==> src/rtl/rhc_pkg.sv <==
`timescale 1ns / 1ps
`default_nettype none
// ----------------------------------------------------------------------------
// rhc_pkg
// Shared types, constants and the restoring-division step for the RGB to HSV
// converter core.
// ----------------------------------------------------------------------------
package rhc_pkg;

  localparam int unsigned CHAN_W            = 8;
  localparam int unsigned IN_DATA_W         = 4 * CHAN_W;
  localparam int unsigned HUE_FRAC_BITS_DEF = 6;
  localparam int unsigned SAT_FRAC_BITS_DEF = 12;
  localparam int unsigned HUE_INT_BITS      = 9;
  localparam int unsigned HUE_Q_INT_BITS    = 6;
  localparam int unsigned DEG_GREEN         = 120;
  localparam int unsigned DEG_BLUE          = 240;
  localparam int unsigned DEG_FULL          = 360;

  typedef enum logic [1:0] {
    SECT_RED,
    SECT_GREEN,
    SECT_BLUE
  } sector_e;

  typedef struct packed {
    sector_e             sector;
    logic                neg;
    logic [CHAN_W-1:0]   brightness;
    logic [CHAN_W-1:0]   alpha;
  } side_t;

  // one restoring step: returns {quotient bit, new remainder}
  function automatic logic [CHAN_W:0] div_step(input logic [CHAN_W:0]   trial,
                                               input logic [CHAN_W-1:0] divisor);
    logic [CHAN_W:0] diff;
    logic [CHAN_W:0] res;
    diff = trial - {1'b0, divisor};
    if (trial >= {1'b0, divisor}) begin
      res = {1'b1, diff[CHAN_W-1:0]};
    end else begin
      res = {1'b0, trial[CHAN_W-1:0]};
    end
    return res;
  endfunction

endpackage
`default_nettype wire

==> src/rtl/rhc_prep.sv <==
`timescale 1ns / 1ps
`default_nettype none
// ----------------------------------------------------------------------------
// rhc_prep
// Input stage: max, min, delta, hue sector and the two dividends and divisors
// that seed the division chain.
// ----------------------------------------------------------------------------
module rhc_prep #(
  parameter int unsigned HUE_FRAC_BITS = rhc_pkg::HUE_FRAC_BITS_DEF,
  parameter int unsigned SAT_FRAC_BITS = rhc_pkg::SAT_FRAC_BITS_DEF,
  parameter int unsigned STEPS         = 13
) (
  input  wire logic                           clk_i,
  input  wire logic                           rst_ni,
  input  wire logic                           in_valid_i,
  output logic                                in_ready_o,
  input  wire logic [rhc_pkg::IN_DATA_W-1:0]  in_data_i,
  output logic                                out_valid_o,
  input  wire logic                           out_ready_i,
  output logic [STEPS+rhc_pkg::CHAN_W-1:0]    hue_rd_o,
  output logic [rhc_pkg::CHAN_W-1:0]          hue_div_o,
  output logic [STEPS+rhc_pkg::CHAN_W-1:0]    sat_rd_o,
  output logic [rhc_pkg::CHAN_W-1:0]          sat_div_o,
  output rhc_pkg::side_t                      side_o
);

  localparam int unsigned CW = rhc_pkg::CHAN_W;
  localparam int unsigned LW = STEPS + CW;
  localparam int unsigned NW = CW + 6;

  logic [CW-1:0] red, green, blue, alpha;
  logic [CW-1:0] mx, mn, delta;
  logic [CW:0]   diff, abs_full;
  logic [NW-1:0] num60;
  rhc_pkg::sector_e sector;

  logic          valid_q;
  logic [LW-1:0] hue_rd_q, hue_rd_d, sat_rd_q, sat_rd_d;
  logic [CW-1:0] hue_div_q, hue_div_d, sat_div_q, sat_div_d;
  rhc_pkg::side_t side_q, side_d;

  assign red   = in_data_i[CW-1:0];
  assign green = in_data_i[2*CW-1:CW];
  assign blue  = in_data_i[3*CW-1:2*CW];
  assign alpha = in_data_i[4*CW-1:3*CW];

  always_comb begin
    mx = red;
    if (green > mx) mx = green;
    if (blue > mx) mx = blue;
    mn = red;
    if (green < mn) mn = green;
    if (blue < mn) mn = blue;
    delta = mx - mn;

    if (mx == red) begin
      sector = rhc_pkg::SECT_RED;
      diff   = {1'b0, green} - {1'b0, blue};
    end else if (mx == green) begin
      sector = rhc_pkg::SECT_GREEN;
      diff   = {1'b0, blue} - {1'b0, red};
    end else begin
      sector = rhc_pkg::SECT_BLUE;
      diff   = {1'b0, red} - {1'b0, green};
    end
    abs_full = diff[CW] ? (~diff + 1'b1) : diff;
    // times 60 as 64 - 4
    num60 = (NW'(abs_full[CW-1:0]) << 6) - (NW'(abs_full[CW-1:0]) << 2);

    hue_rd_d  = LW'(num60) << HUE_FRAC_BITS;
    sat_rd_d  = LW'(delta) << SAT_FRAC_BITS;
    hue_div_d = (delta == '0) ? CW'(1) : delta;
    sat_div_d = (mx == '0) ? CW'(1) : mx;
    side_d.sector     = sector;
    side_d.neg        = diff[CW];
    side_d.brightness = mx;
    side_d.alpha      = alpha;
  end

  assign in_ready_o = !valid_q || out_ready_i;

  always_ff @(posedge clk_i or negedge rst_ni) begin
    if (!rst_ni) begin
      valid_q <= 1'b0;
    end else if (in_ready_o) begin
      valid_q <= in_valid_i;
    end
  end

  always_ff @(posedge clk_i) begin
    if (in_ready_o && in_valid_i) begin
      hue_rd_q  <= hue_rd_d;
      sat_rd_q  <= sat_rd_d;
      hue_div_q <= hue_div_d;
      sat_div_q <= sat_div_d;
      side_q    <= side_d;
    end
  end

  assign out_valid_o = valid_q;
  assign hue_rd_o    = hue_rd_q;
  assign hue_div_o   = hue_div_q;
  assign sat_rd_o    = sat_rd_q;
  assign sat_div_o   = sat_div_q;
  assign side_o      = side_q;

endmodule
`default_nettype wire

==> src/rtl/rhc_div_cell.sv <==
`timescale 1ns / 1ps
`default_nettype none
// ----------------------------------------------------------------------------
// rhc_div_cell
// One cell of the division chain: one restoring step for the hue lane and one
// for the saturation lane, registered, with its own valid/ready.
// ----------------------------------------------------------------------------
module rhc_div_cell #(
  parameter int unsigned STEPS = 13
) (
  input  wire logic                         clk_i,
  input  wire logic                         rst_ni,
  input  wire logic                         in_valid_i,
  output logic                              in_ready_o,
  input  wire logic [STEPS+rhc_pkg::CHAN_W-1:0] hue_rd_i,
  input  wire logic [rhc_pkg::CHAN_W-1:0]   hue_div_i,
  input  wire logic [STEPS+rhc_pkg::CHAN_W-1:0] sat_rd_i,
  input  wire logic [rhc_pkg::CHAN_W-1:0]   sat_div_i,
  input  wire rhc_pkg::side_t               side_i,
  output logic                              out_valid_o,
  input  wire logic                         out_ready_i,
  output logic [STEPS+rhc_pkg::CHAN_W-1:0]  hue_rd_o,
  output logic [rhc_pkg::CHAN_W-1:0]        hue_div_o,
  output logic [STEPS+rhc_pkg::CHAN_W-1:0]  sat_rd_o,
  output logic [rhc_pkg::CHAN_W-1:0]        sat_div_o,
  output rhc_pkg::side_t                    side_o
);

  localparam int unsigned CW = rhc_pkg::CHAN_W;
  localparam int unsigned LW = STEPS + CW;

  logic [CW:0]   hue_res, sat_res;
  logic [LW-1:0] hue_rd_d, hue_rd_q, sat_rd_d, sat_rd_q;
  logic [CW-1:0] hue_div_q, sat_div_q;
  rhc_pkg::side_t side_q;
  logic          valid_q;

  // lane word is {remainder, dividend bits shifting out / quotient bits in}
  always_comb begin
    hue_res  = rhc_pkg::div_step({hue_rd_i[LW-1:STEPS], hue_rd_i[STEPS-1]}, hue_div_i);
    sat_res  = rhc_pkg::div_step({sat_rd_i[LW-1:STEPS], sat_rd_i[STEPS-1]}, sat_div_i);
    hue_rd_d = {hue_res[CW-1:0], hue_rd_i[STEPS-2:0], hue_res[CW]};
    sat_rd_d = {sat_res[CW-1:0], sat_rd_i[STEPS-2:0], sat_res[CW]};
  end

  assign in_ready_o = !valid_q || out_ready_i;

  always_ff @(posedge clk_i or negedge rst_ni) begin
    if (!rst_ni) begin
      valid_q <= 1'b0;
    end else if (in_ready_o) begin
      valid_q <= in_valid_i;
    end
  end

  always_ff @(posedge clk_i) begin
    if (in_ready_o && in_valid_i) begin
      hue_rd_q  <= hue_rd_d;
      sat_rd_q  <= sat_rd_d;
      hue_div_q <= hue_div_i;
      sat_div_q <= sat_div_i;
      side_q    <= side_i;
    end
  end

  assign out_valid_o = valid_q;
  assign hue_rd_o    = hue_rd_q;
  assign hue_div_o   = hue_div_q;
  assign sat_rd_o    = sat_rd_q;
  assign sat_div_o   = sat_div_q;
  assign side_o      = side_q;

  a_hue_rem_below_div: assert property (@(posedge clk_i) disable iff (!rst_ni)
    valid_q |-> (hue_rd_q[LW-1:STEPS] < hue_div_q))
    else $error("hue remainder not below divisor");

  a_sat_rem_below_div: assert property (@(posedge clk_i) disable iff (!rst_ni)
    valid_q |-> (sat_rd_q[LW-1:STEPS] < sat_div_q))
    else $error("saturation remainder not below divisor");

  a_div_nonzero: assert property (@(posedge clk_i) disable iff (!rst_ni)
    valid_q |-> (hue_div_q != '0 && sat_div_q != '0))
    else $error("zero divisor in chain");

endmodule
`default_nettype wire

==> src/rtl/rhc_post.sv <==
`timescale 1ns / 1ps
`default_nettype none
// ----------------------------------------------------------------------------
// rhc_post
// Output stage: sector offset, sign and wrap of the hue, field packing and
// the output register.
// ----------------------------------------------------------------------------
module rhc_post #(
  parameter int unsigned HUE_FRAC_BITS = rhc_pkg::HUE_FRAC_BITS_DEF,
  parameter int unsigned SAT_FRAC_BITS = rhc_pkg::SAT_FRAC_BITS_DEF,
  parameter int unsigned STEPS         = 13,
  parameter int unsigned OUT_W         = 48
) (
  input  wire logic                          clk_i,
  input  wire logic                          rst_ni,
  input  wire logic                          in_valid_i,
  output logic                               in_ready_o,
  input  wire logic [STEPS+rhc_pkg::CHAN_W-1:0] hue_rd_i,
  input  wire logic [STEPS+rhc_pkg::CHAN_W-1:0] sat_rd_i,
  input  wire rhc_pkg::side_t                side_i,
  output logic                               m_axis_tvalid,
  input  wire logic                          m_axis_tready,
  output logic [OUT_W-1:0]                   m_axis_tdata
);

  localparam int unsigned CW = rhc_pkg::CHAN_W;
  localparam int unsigned HW = HUE_FRAC_BITS + rhc_pkg::HUE_INT_BITS;
  localparam int unsigned QW = HUE_FRAC_BITS + rhc_pkg::HUE_Q_INT_BITS;
  localparam int unsigned SW = SAT_FRAC_BITS + 1;

  logic [HW-1:0] offset;
  logic          hue_up;
  logic [HW:0]   sum;
  logic [HW-1:0] hue_d, hue_q;
  logic [SW-1:0] sat_q;
  logic [CW-1:0] bright_q, alpha_q;
  logic          valid_q;

  always_comb begin
    case (side_i.sector)
      rhc_pkg::SECT_GREEN: offset = HW'(rhc_pkg::DEG_GREEN) << HUE_FRAC_BITS;
      rhc_pkg::SECT_BLUE:  offset = HW'(rhc_pkg::DEG_BLUE) << HUE_FRAC_BITS;
      default:             offset = '0;
    endcase
    // below a green or blue offset the fraction rounds up to the next step
    hue_up = side_i.neg && (side_i.sector != rhc_pkg::SECT_RED) &&
             (hue_rd_i[STEPS+CW-1:STEPS] != '0);
    if (side_i.neg) begin
      sum = {1'b0, offset} - (HW+1)'(hue_rd_i[QW-1:0]) - (HW+1)'(hue_up);
    end else begin
      sum = {1'b0, offset} + (HW+1)'(hue_rd_i[QW-1:0]);
    end
    hue_d = sum[HW] ? (sum[HW-1:0] + (HW'(rhc_pkg::DEG_FULL) << HUE_FRAC_BITS))
                    : sum[HW-1:0];
  end

  assign in_ready_o = !valid_q || m_axis_tready;

  always_ff @(posedge clk_i or negedge rst_ni) begin
    if (!rst_ni) begin
      valid_q <= 1'b0;
    end else if (in_ready_o) begin
      valid_q <= in_valid_i;
    end
  end

  always_ff @(posedge clk_i) begin
    if (in_ready_o && in_valid_i) begin
      hue_q    <= hue_d;
      sat_q    <= sat_rd_i[SW-1:0];
      bright_q <= side_i.brightness;
      alpha_q  <= side_i.alpha;
    end
  end

  assign m_axis_tvalid = valid_q;
  assign m_axis_tdata  = OUT_W'({alpha_q, bright_q, sat_q, hue_q});

  a_hue_in_range: assert property (@(posedge clk_i) disable iff (!rst_ni)
    valid_q |-> (hue_q < (HW'(rhc_pkg::DEG_FULL) << HUE_FRAC_BITS)))
    else $error("hue out of range");

  a_sat_in_range: assert property (@(posedge clk_i) disable iff (!rst_ni)
    valid_q |-> (sat_q <= (SW'(1) << SAT_FRAC_BITS)))
    else $error("saturation above one");

  a_grey_hue_zero: assert property (@(posedge clk_i) disable iff (!rst_ni)
    (valid_q && sat_q == '0) |-> (hue_q == '0))
    else $error("grey pixel with nonzero hue");

endmodule
`default_nettype wire

==> src/rtl/rgb_to_hsv_converter_core.sv <==
`timescale 1ns / 1ps
`default_nettype none
// ----------------------------------------------------------------------------
// rgb_to_hsv_converter_core
// RGBA pixel to fixed-point HSV with alpha passed through; a row of
// restoring-division cells computes hue and saturation side by side.
// ----------------------------------------------------------------------------
// Channel   Dir  Fields (low bit up)
// s_axis    in   red_in[7:0] green_in[7:0] blue_in[7:0] alpha_in[7:0]
// m_axis    out  hue[HUE_FRAC_BITS+8:0] saturation[SAT_FRAC_BITS:0]
//                brightness[7:0] alpha_out[7:0], zero padded to bytes
//
// One pixel per cycle sustained while m_axis_tready is high. STEPS is
// max(HUE_FRAC_BITS+6, SAT_FRAC_BITS+1), one division cell per quotient bit;
// a pixel passes the prep register, the STEPS cell registers and the output register.
// Reset clears only the valid flags of every stage.
// Each stage has its own ready, so bubbles close up behind a stalled output.
// ----------------------------------------------------------------------------
module rgb_to_hsv_converter_core #(
  parameter int unsigned HUE_FRAC_BITS = rhc_pkg::HUE_FRAC_BITS_DEF,
  parameter int unsigned SAT_FRAC_BITS = rhc_pkg::SAT_FRAC_BITS_DEF,
  localparam int unsigned OUT_W = ((HUE_FRAC_BITS + rhc_pkg::HUE_INT_BITS +
                                    SAT_FRAC_BITS + 1 + 2 * rhc_pkg::CHAN_W + 7) / 8) * 8
) (
  input  wire logic                          clk_i,
  input  wire logic                          rst_ni,
  input  wire logic                          s_axis_tvalid,
  output logic                               s_axis_tready,
  // red_in, green_in, blue_in, alpha_in
  input  wire logic [rhc_pkg::IN_DATA_W-1:0] s_axis_tdata,
  output logic                               m_axis_tvalid,
  input  wire logic                          m_axis_tready,
  // hue, saturation, brightness, alpha_out
  output logic [OUT_W-1:0]                   m_axis_tdata
);

  localparam int unsigned HQ    = HUE_FRAC_BITS + rhc_pkg::HUE_Q_INT_BITS;
  localparam int unsigned SQ    = SAT_FRAC_BITS + 1;
  localparam int unsigned STEPS = (HQ > SQ) ? HQ : SQ;
  localparam int unsigned CW    = rhc_pkg::CHAN_W;
  localparam int unsigned LW    = STEPS + CW;

  logic           valid [STEPS+1];
  logic           ready [STEPS+1];
  logic [LW-1:0]  hue_rd [STEPS+1];
  logic [LW-1:0]  sat_rd [STEPS+1];
  logic [CW-1:0]  hue_div [STEPS+1];
  logic [CW-1:0]  sat_div [STEPS+1];
  rhc_pkg::side_t side [STEPS+1];

  rhc_prep #(
    .HUE_FRAC_BITS(HUE_FRAC_BITS),
    .SAT_FRAC_BITS(SAT_FRAC_BITS),
    .STEPS        (STEPS)
  ) u_prep (
    .clk_i      (clk_i),
    .rst_ni     (rst_ni),
    .in_valid_i (s_axis_tvalid),
    .in_ready_o (s_axis_tready),
    .in_data_i  (s_axis_tdata),
    .out_valid_o(valid[0]),
    .out_ready_i(ready[0]),
    .hue_rd_o   (hue_rd[0]),
    .hue_div_o  (hue_div[0]),
    .sat_rd_o   (sat_rd[0]),
    .sat_div_o  (sat_div[0]),
    .side_o     (side[0])
  );

  for (genvar i = 0; i < STEPS; i++) begin : g_cell
    rhc_div_cell #(
      .STEPS(STEPS)
    ) u_cell (
      .clk_i      (clk_i),
      .rst_ni     (rst_ni),
      .in_valid_i (valid[i]),
      .in_ready_o (ready[i]),
      .hue_rd_i   (hue_rd[i]),
      .hue_div_i  (hue_div[i]),
      .sat_rd_i   (sat_rd[i]),
      .sat_div_i  (sat_div[i]),
      .side_i     (side[i]),
      .out_valid_o(valid[i+1]),
      .out_ready_i(ready[i+1]),
      .hue_rd_o   (hue_rd[i+1]),
      .hue_div_o  (hue_div[i+1]),
      .sat_rd_o   (sat_rd[i+1]),
      .sat_div_o  (sat_div[i+1]),
      .side_o     (side[i+1])
    );
  end

  rhc_post #(
    .HUE_FRAC_BITS(HUE_FRAC_BITS),
    .SAT_FRAC_BITS(SAT_FRAC_BITS),
    .STEPS        (STEPS),
    .OUT_W        (OUT_W)
  ) u_post (
    .clk_i        (clk_i),
    .rst_ni       (rst_ni),
    .in_valid_i   (valid[STEPS]),
    .in_ready_o   (ready[STEPS]),
    .hue_rd_i     (hue_rd[STEPS]),
    .sat_rd_i     (sat_rd[STEPS]),
    .side_i       (side[STEPS]),
    .m_axis_tvalid(m_axis_tvalid),
    .m_axis_tready(m_axis_tready),
    .m_axis_tdata (m_axis_tdata)
  );

endmodule
`default_nettype wire
==> config.mk <==
export PLATFORM = sky130hd
export DESIGN_NAME = rgb_to_hsv_converter_core
export DESIGN_NICKNAME = d
export VERILOG_FILES = /design/src/rtl/rhc_pkg.sv /design/src/rtl/rhc_prep.sv /design/src/rtl/rhc_div_cell.sv /design/src/rtl/rhc_post.sv /design/src/rtl/rgb_to_hsv_converter_core.sv
export SDC_FILE = /design/constraint.sdc
export NUM_CORES = 1
export LEC_CHECK = 0
export BUFFER_PORTS_ARGS = -buffer_cell sky130_fd_sc_hd__buf_2
export CAP_MARGIN = 20
export CORE_UTILIZATION = 55
export DETAILED_ROUTE_END_ITERATION = 8
export PLACE_DENSITY = 0.78
export SLEW_MARGIN = 20
export SYNTH_ARGS = -nofsm -noshare
export SYNTH_HDL_FRONTEND = slang
export SYNTH_SLANG_ARGS = --single-unit
==> constraint.sdc <==
create_clock -name clk_i -period 8.2 [get_ports clk_i]
set_clock_uncertainty 0.1 [all_clocks]
set_input_delay 1.64 -clock clk_i [delete_from_list [all_inputs] [get_ports clk_i]]
set_output_delay 1.64 -clock clk_i [all_outputs]
set_load 0.01 [all_outputs]
# == Word-level counts from Yosys, hierarchy flattened ==
# Cells that the tools add are included.
# W data, S select, Z words.
# op_classes
n_addsub,36
order_cmp,30
n_eq_ne,4
muxes,37
bitwise,1
reduce_logical,51
# ops
op,n
$mux W9,28
$ge A9 B8 Y1,24
$sub A8 B8 Y8,27
$mux W8,5
$pmux W14 S2,1
$sub A8 B8 Y9,3
$logic_and A1 B1 Y1,17
$eq A8 B8 Y1,2
$ge A8 B8 Y1,2
$gt A8 B8 Y1,2
$logic_not A8 Y1,2
$lt A8 B8 Y1,2
$mux W16,1
$sub A16 B1 Y16,1
$add A14 B12 Y15,1
$add A15 B15 Y15 const B,1
$logic_not A1 Y1,15
$logic_or A1 B1 Y1,15
$mux W15,1
$sub A14 B12 Y15,1
$sub A14 B10 Y14,1
$add A8 B1 Y8 const B,1
$not A8 Y8,1
$reduce_bool A8 Y1,1
other kinds (4),4
# totals
reg_bits,958
out_inout_bits,50
wordCells,305

# == Depth between registers and ports, before layout ==
# depth
word_depth,17
ltp_mapped,32
ltp_nobuf,29

# == Cells and area by module ==
# From an unflattened synthesis, not the netlist that was laid out.
# unflattened
cells_unflattened,3505
area_unflattened_um2,52361.5
# modules_own_cells
mod,n_inst,cells_per_inst,area_each_um2
rhc_div_cell (g_cell[1].u_cell ...),7,211,3412.0
rhc_div_cell (g_cell[0].u_cell ...),6,212,3424.5
rhc_prep,1,546,5370.2
rhc_post,1,210,2560.0

# == Worst setup path before layout ==
# Ideal clock, no wire load.
# synth_timing
kind,input to register
from,in s_axis_tdata[10] (netlist name)
to,"reg u_prep.hue_rd_q[18], in the netlist u_prep.hue_rd_o[18] (data pin)"
setup_time_ns,0.259
arrival_ns,7.342
required_time_ns,7.841
slack_ns,0.499
path_stages,30
n_path_buf,3
cell_sequence,inv_1 > ha_1 > a21o_1 > a31oi_4 > o31a_1 > buf_6 > mux2i_1 > ha_1 > nor2b_1 > o21ai_0 > and4bb_2 > o211ai_4 > and2_4 > buf_6 > o31ai_4 > inv_1 > ha_1 > nand4_1 > o311ai_1 > xnor2_2 > inv_1 > ha_1 > nand2b_1 > a211oi_2 > or2_1 > maj3_2 > a222oi_1 > buf_4 > mux2i_1 > or2_1
# synth_between
elab_chain_cells,11
# synth_rtl
item,line,text
from (decl),rgb_to_hsv_converter_core.sv:30,"input wire logic [rhc_pkg::IN_DATA_W-1:0] s_axis_tdata,"
$gt A8 B8 Y1,rhc_prep.sv:49,if (green > mx) mx = green;
$mux W8,rhc_prep.sv:49,
$gt A8 B8 Y1,rhc_prep.sv:50,if (blue > mx) mx = blue;
$mux W8,rhc_prep.sv:50,
$eq A8 B8 Y1,rhc_prep.sv:59,end else if (mx == green) begin
$mux W9,rhc_prep.sv:59,
$mux W9 *,rhc_prep.sv:56,if (mx == red) begin
$not A8 Y8,rhc_prep.sv:66,abs_full = diff[CW] ? (~diff + 1'b1) : diff;
$add A8 B1 Y8,rhc_prep.sv:66,
$mux W8 *,rhc_prep.sv:66,
$sub A14 B10 Y14 *,rhc_prep.sv:68,num60 = (NW'(abs_full[CW-1:0]) << 6) - (NW'(abs_full[CW-1:0]) << 2);
named net u_prep.num60[12],rhc_prep.sv:34,logic [NW-1:0] num60;
to (signal assigned),rhc_prep.sv:92,hue_rd_q <= hue_rd_d;
to (decl),rhc_prep.sv:38,"logic [LW-1:0] hue_rd_q, hue_rd_d, sat_rd_q, sat_rd_d;"
# Mark *: on every way through the listed nets, which the timed path passes. The rest lies on a longest branch.
# A chain may end at the register's enable or synchronous reset.

# == Worst setup path in the final report ==
# layout_timing
from,in s_axis_tdata[12] (netlist name)
to,"reg u_prep.hue_rd_q[18], in the netlist u_prep.hue_rd_o[18] (data pin)"
# Same word-level chain as after synthesis.

==> impl_metrics.yaml <==
floorplanning:
  die_x_um: 280
  coreArea_um2: 76300
  rows: 101
  start_util_pct: 55.9
  die-area_um2: 78700
  die-height_um: 280
  pin_count: 86
worst_setup_path:
  cpMaxStageDelayCell: "o31a_1"
  crit-reg2reg-launch: "g_cell[12].u_cell.hue_rd_o[0]"
  setup.worst_path.start: "s_axis_tdata[12]"
  cpMostUsedCell: "ha_1"
  start_kind: "primary input"
  crit_path_end_kind: "flop"
  arrival_ns: 7.78
  max_stage_delay_ns: 0.48
  critPathRequiredTime_ns: 8.49
  critPathMaxFanout: 9
  criticalPathCategory: "primary input to flop"
drt:
  routed_via_density: 5.30
  via_count: 23400
  route.detailed.wl_per_inst_um: 15.7
  drt_iter0_drc: 1139
  first_pass_iters: 5
  wl_um: 69200
  drc_errors: 0
  drtAntennaViolNets: 0
sta:
  period_share_pct: 91.4
  grt_setup_unrepaired: "no"
  max_slew_margin_pct: 34.9
  hold_violations: 0
  finalMaxSlewViolations: 0
  setup_viol: 0
  whs_ns: 0.296
  clock.fmax_mhz: 133
  worst_pin_slew_ns: 0.974
  final.min_clock_period_ns: 7.49
  setup-tns-final_ns: 0
cts:
  cts_tree: "done"
  cts.clk_slew.worst_paths_ns: 0.06
  cts-root-buf: "clkbuf_16"
  post_cts_buffers: 0
  cts.path.max_buffers: 3
  numCtsBuffers: 90
  clock_latency_ns: 0.64
  postCtsHoldBufs: 0
  htreeDepth: 3
  clock_sinks: 932
  cts.repair.resized: 0
synth:
  synth_cell_type_count: 89
  seq_area_frac_synth_pct: 65.4
  synth_seq_cells: 932
  synth-edff-count: 917
  synth_area_per_cell_um2: 13.6
  syn-instance-count: 3128
  ys_warn_count: 0
  ys.flop_type: "edfxtp_1"
  async_flop_share_pct: 1.61
  synth_area_um2: 42600
min_path:
  hold_path_class: "flop to flop"
  min_from: "g_cell[6].u_cell.hue_rd_o[4]"
placed_design:
  portBuffers: 81
  hpwl_um: 48500
  routabilityCongestion: 0.924
grt:
  track_usage_pct: 18.3
  overflow: 0
  grt_pass1_wl_um: 116000
  grt_antenna_before_repair: 0
  grt_pass1_vias: 24200
  grt_start_max_net_pins: 73
layout:
  multiInputGateArea_um2: 13300
  seqCellArea_um2: 27900
  num_antenna_cells: 0
  final_cell_mix: "917 x edfxtp_1, 337 x inv_1, 274 x ha_1"
  n_fill_cell: 5544
  syn2layout_area_growth_pct: 11.2
  layout.nets: 3643
  final_common_cell: "edfxtp_1"
  drive_gt1_share_pct: 9.30
run_status:
  status: "finished clean"
pwr:
  leakage_nw: 18.9
  peakVddDrop_mv: 0.217
  powerDensity_nw_per_um2: 369
run:
  max_cap_viol_count: 0
==> flip-flops by register name (all words and copies together), names as in the netlist <==
register and flops:
u_post.sat_q 13, g_cell.u_cell.hue_rd_o 192, u_post.hue_q 15, u_post.alpha_q 8, u_prep.sat_rd_o 8, u_prep.hue_div_o 8
g_cell.u_cell.hue_div_o 96, u_prep.sat_div_o 8, g_cell.u_cell.side_o 247, g_cell.u_cell.out_valid_o 13, u_prep.side_o 19, u_post.m_axis_tvalid 1
u_prep.hue_rd_o 12, g_cell.u_cell.sat_rd_o 187, u_post.bright_q 8, g_cell.u_cell.sat_div_o 96, u_prep.out_valid_o 1
==> worst paths after layout <==
check                                               endpoint  depth (start not counted)  slack [ns]
worst min register to register  g_cell[7].u_cell.hue_rd_o[5]                          0        0.30
max in group asynchronous       g_cell[5].u_cell.out_valid_o                          1        6.94
worst max-delay path                     u_prep.hue_rd_o[18]                         30        0.71
worst max register to register              u_post.hue_q[13]                         12        4.15
worst min-delay path            g_cell[7].u_cell.hue_rd_o[5]                          0        0.30
min in group asynchronous       g_cell[7].u_cell.out_valid_o                          1        0.80
==> cell type report <==
type,instances,share of cell area [%]
Multi-Input combinational cell,1813,28.1
Tap cell,1030,2.72
Clock buffer,105,4.87
Sequential cell,932,58.9
Inverter,337,2.67
Timing Repair Buffer,129,1.61
Clock inverter,61,1.17
==> cell usage after synthesis, drive strengths merged (3+ instances only) <==
cell / number / area share (%)
a211o: 3 / 0.062
a211oi: 4 / 0.082
a21boi: 7 / 0.12
a21o: 81 / 1.4
a21oi: 100 / 1.2
a31oi: 6 / 0.12
and2: 61 / 0.90
and3: 5 / 0.085
buf: 12 / 0.21
clkbuf: 37 / 0.33
dfrtp: 15 / 0.88
edfxtp: 917 / 65
fa: 30 / 1.4
ha: 274 / 8.0
inv: 337 / 3.0
mux2: 4 / 0.11
mux2i: 15 / 0.36
nand2: 187 / 1.6
nand2b: 77 / 1.1
nand3: 35 / 0.42
nand3b: 6 / 0.11
nand4: 36 / 0.53
nor2: 163 / 1.4
nor2b: 74 / 1.1
nor3: 16 / 0.23
nor4: 12 / 0.18
o211a: 27 / 0.63
o211ai: 6 / 0.15
o21a: 8 / 0.14
o21ai: 261 / 3.1
o21bai: 7 / 0.12
o31a: 6 / 0.15
o31ai: 54 / 1.1
o41ai: 3 / 0.079
or2: 11 / 0.16
or3: 3 / 0.044
or4: 25 / 0.44
xnor2: 75 / 1.6
xor2: 98 / 2.1
==> layer usage <==
metal | part of all wire (%) | track usage, %
met5 | 0 | 0
met4 | 3.0 | 7.24
met3 | 3.2 | 2.34
met2 | 54 | 35.2
met1 | 40 | 20.1
==> through the flow <==
stage	std cells	instance area [um^2]	utilization, %	setup WS, ns	total power [mW]
global placement	4241	44600	58.4	0.189	13.3
global route	4407	47400	62.1	0.285	18.7
finish	4407	47400	62.1	0.706	17.5
CTS	4407	47400	62.1	0.787	17.6
floorplan	3131	42700	-	0.499	12.2
detailed placement	4241	44600	58.4	0.132	13.6
==> worst max-delay path: cells and delay by family <==
kind	cells	cell delay, ns
and+or+nand+nor	6	1.12
adders and majority gates	5	1.44
buffers and inverters	6	0.68
AOI/OAI and AO/OA	10	2.30
xor gates and xnor gates	1	0.17
muxes	2	0.44
==> report_power, final <==
group	switching [mW]	internal, mW
sequential	0.573	7.16
combinational	3.39	2.45
clock	1.69	2.25
total	5.66	11.9
==> logic make-up after synthesis <==
family / Yosys count / synth area share, %
AOI/OAI and AO/OA: 593 / 8.90
xor gates and xnor gates: 173 / 3.63
adders and majority gates: 306 / 9.50
buffers and inverters: 386 / 3.50
DFF: 932 / 65.4
muxes: 19 / 0.466
other: 1 / 0.00879
and+or+nand+nor: 718 / 8.55
Power figures use the tool's default switching activity.
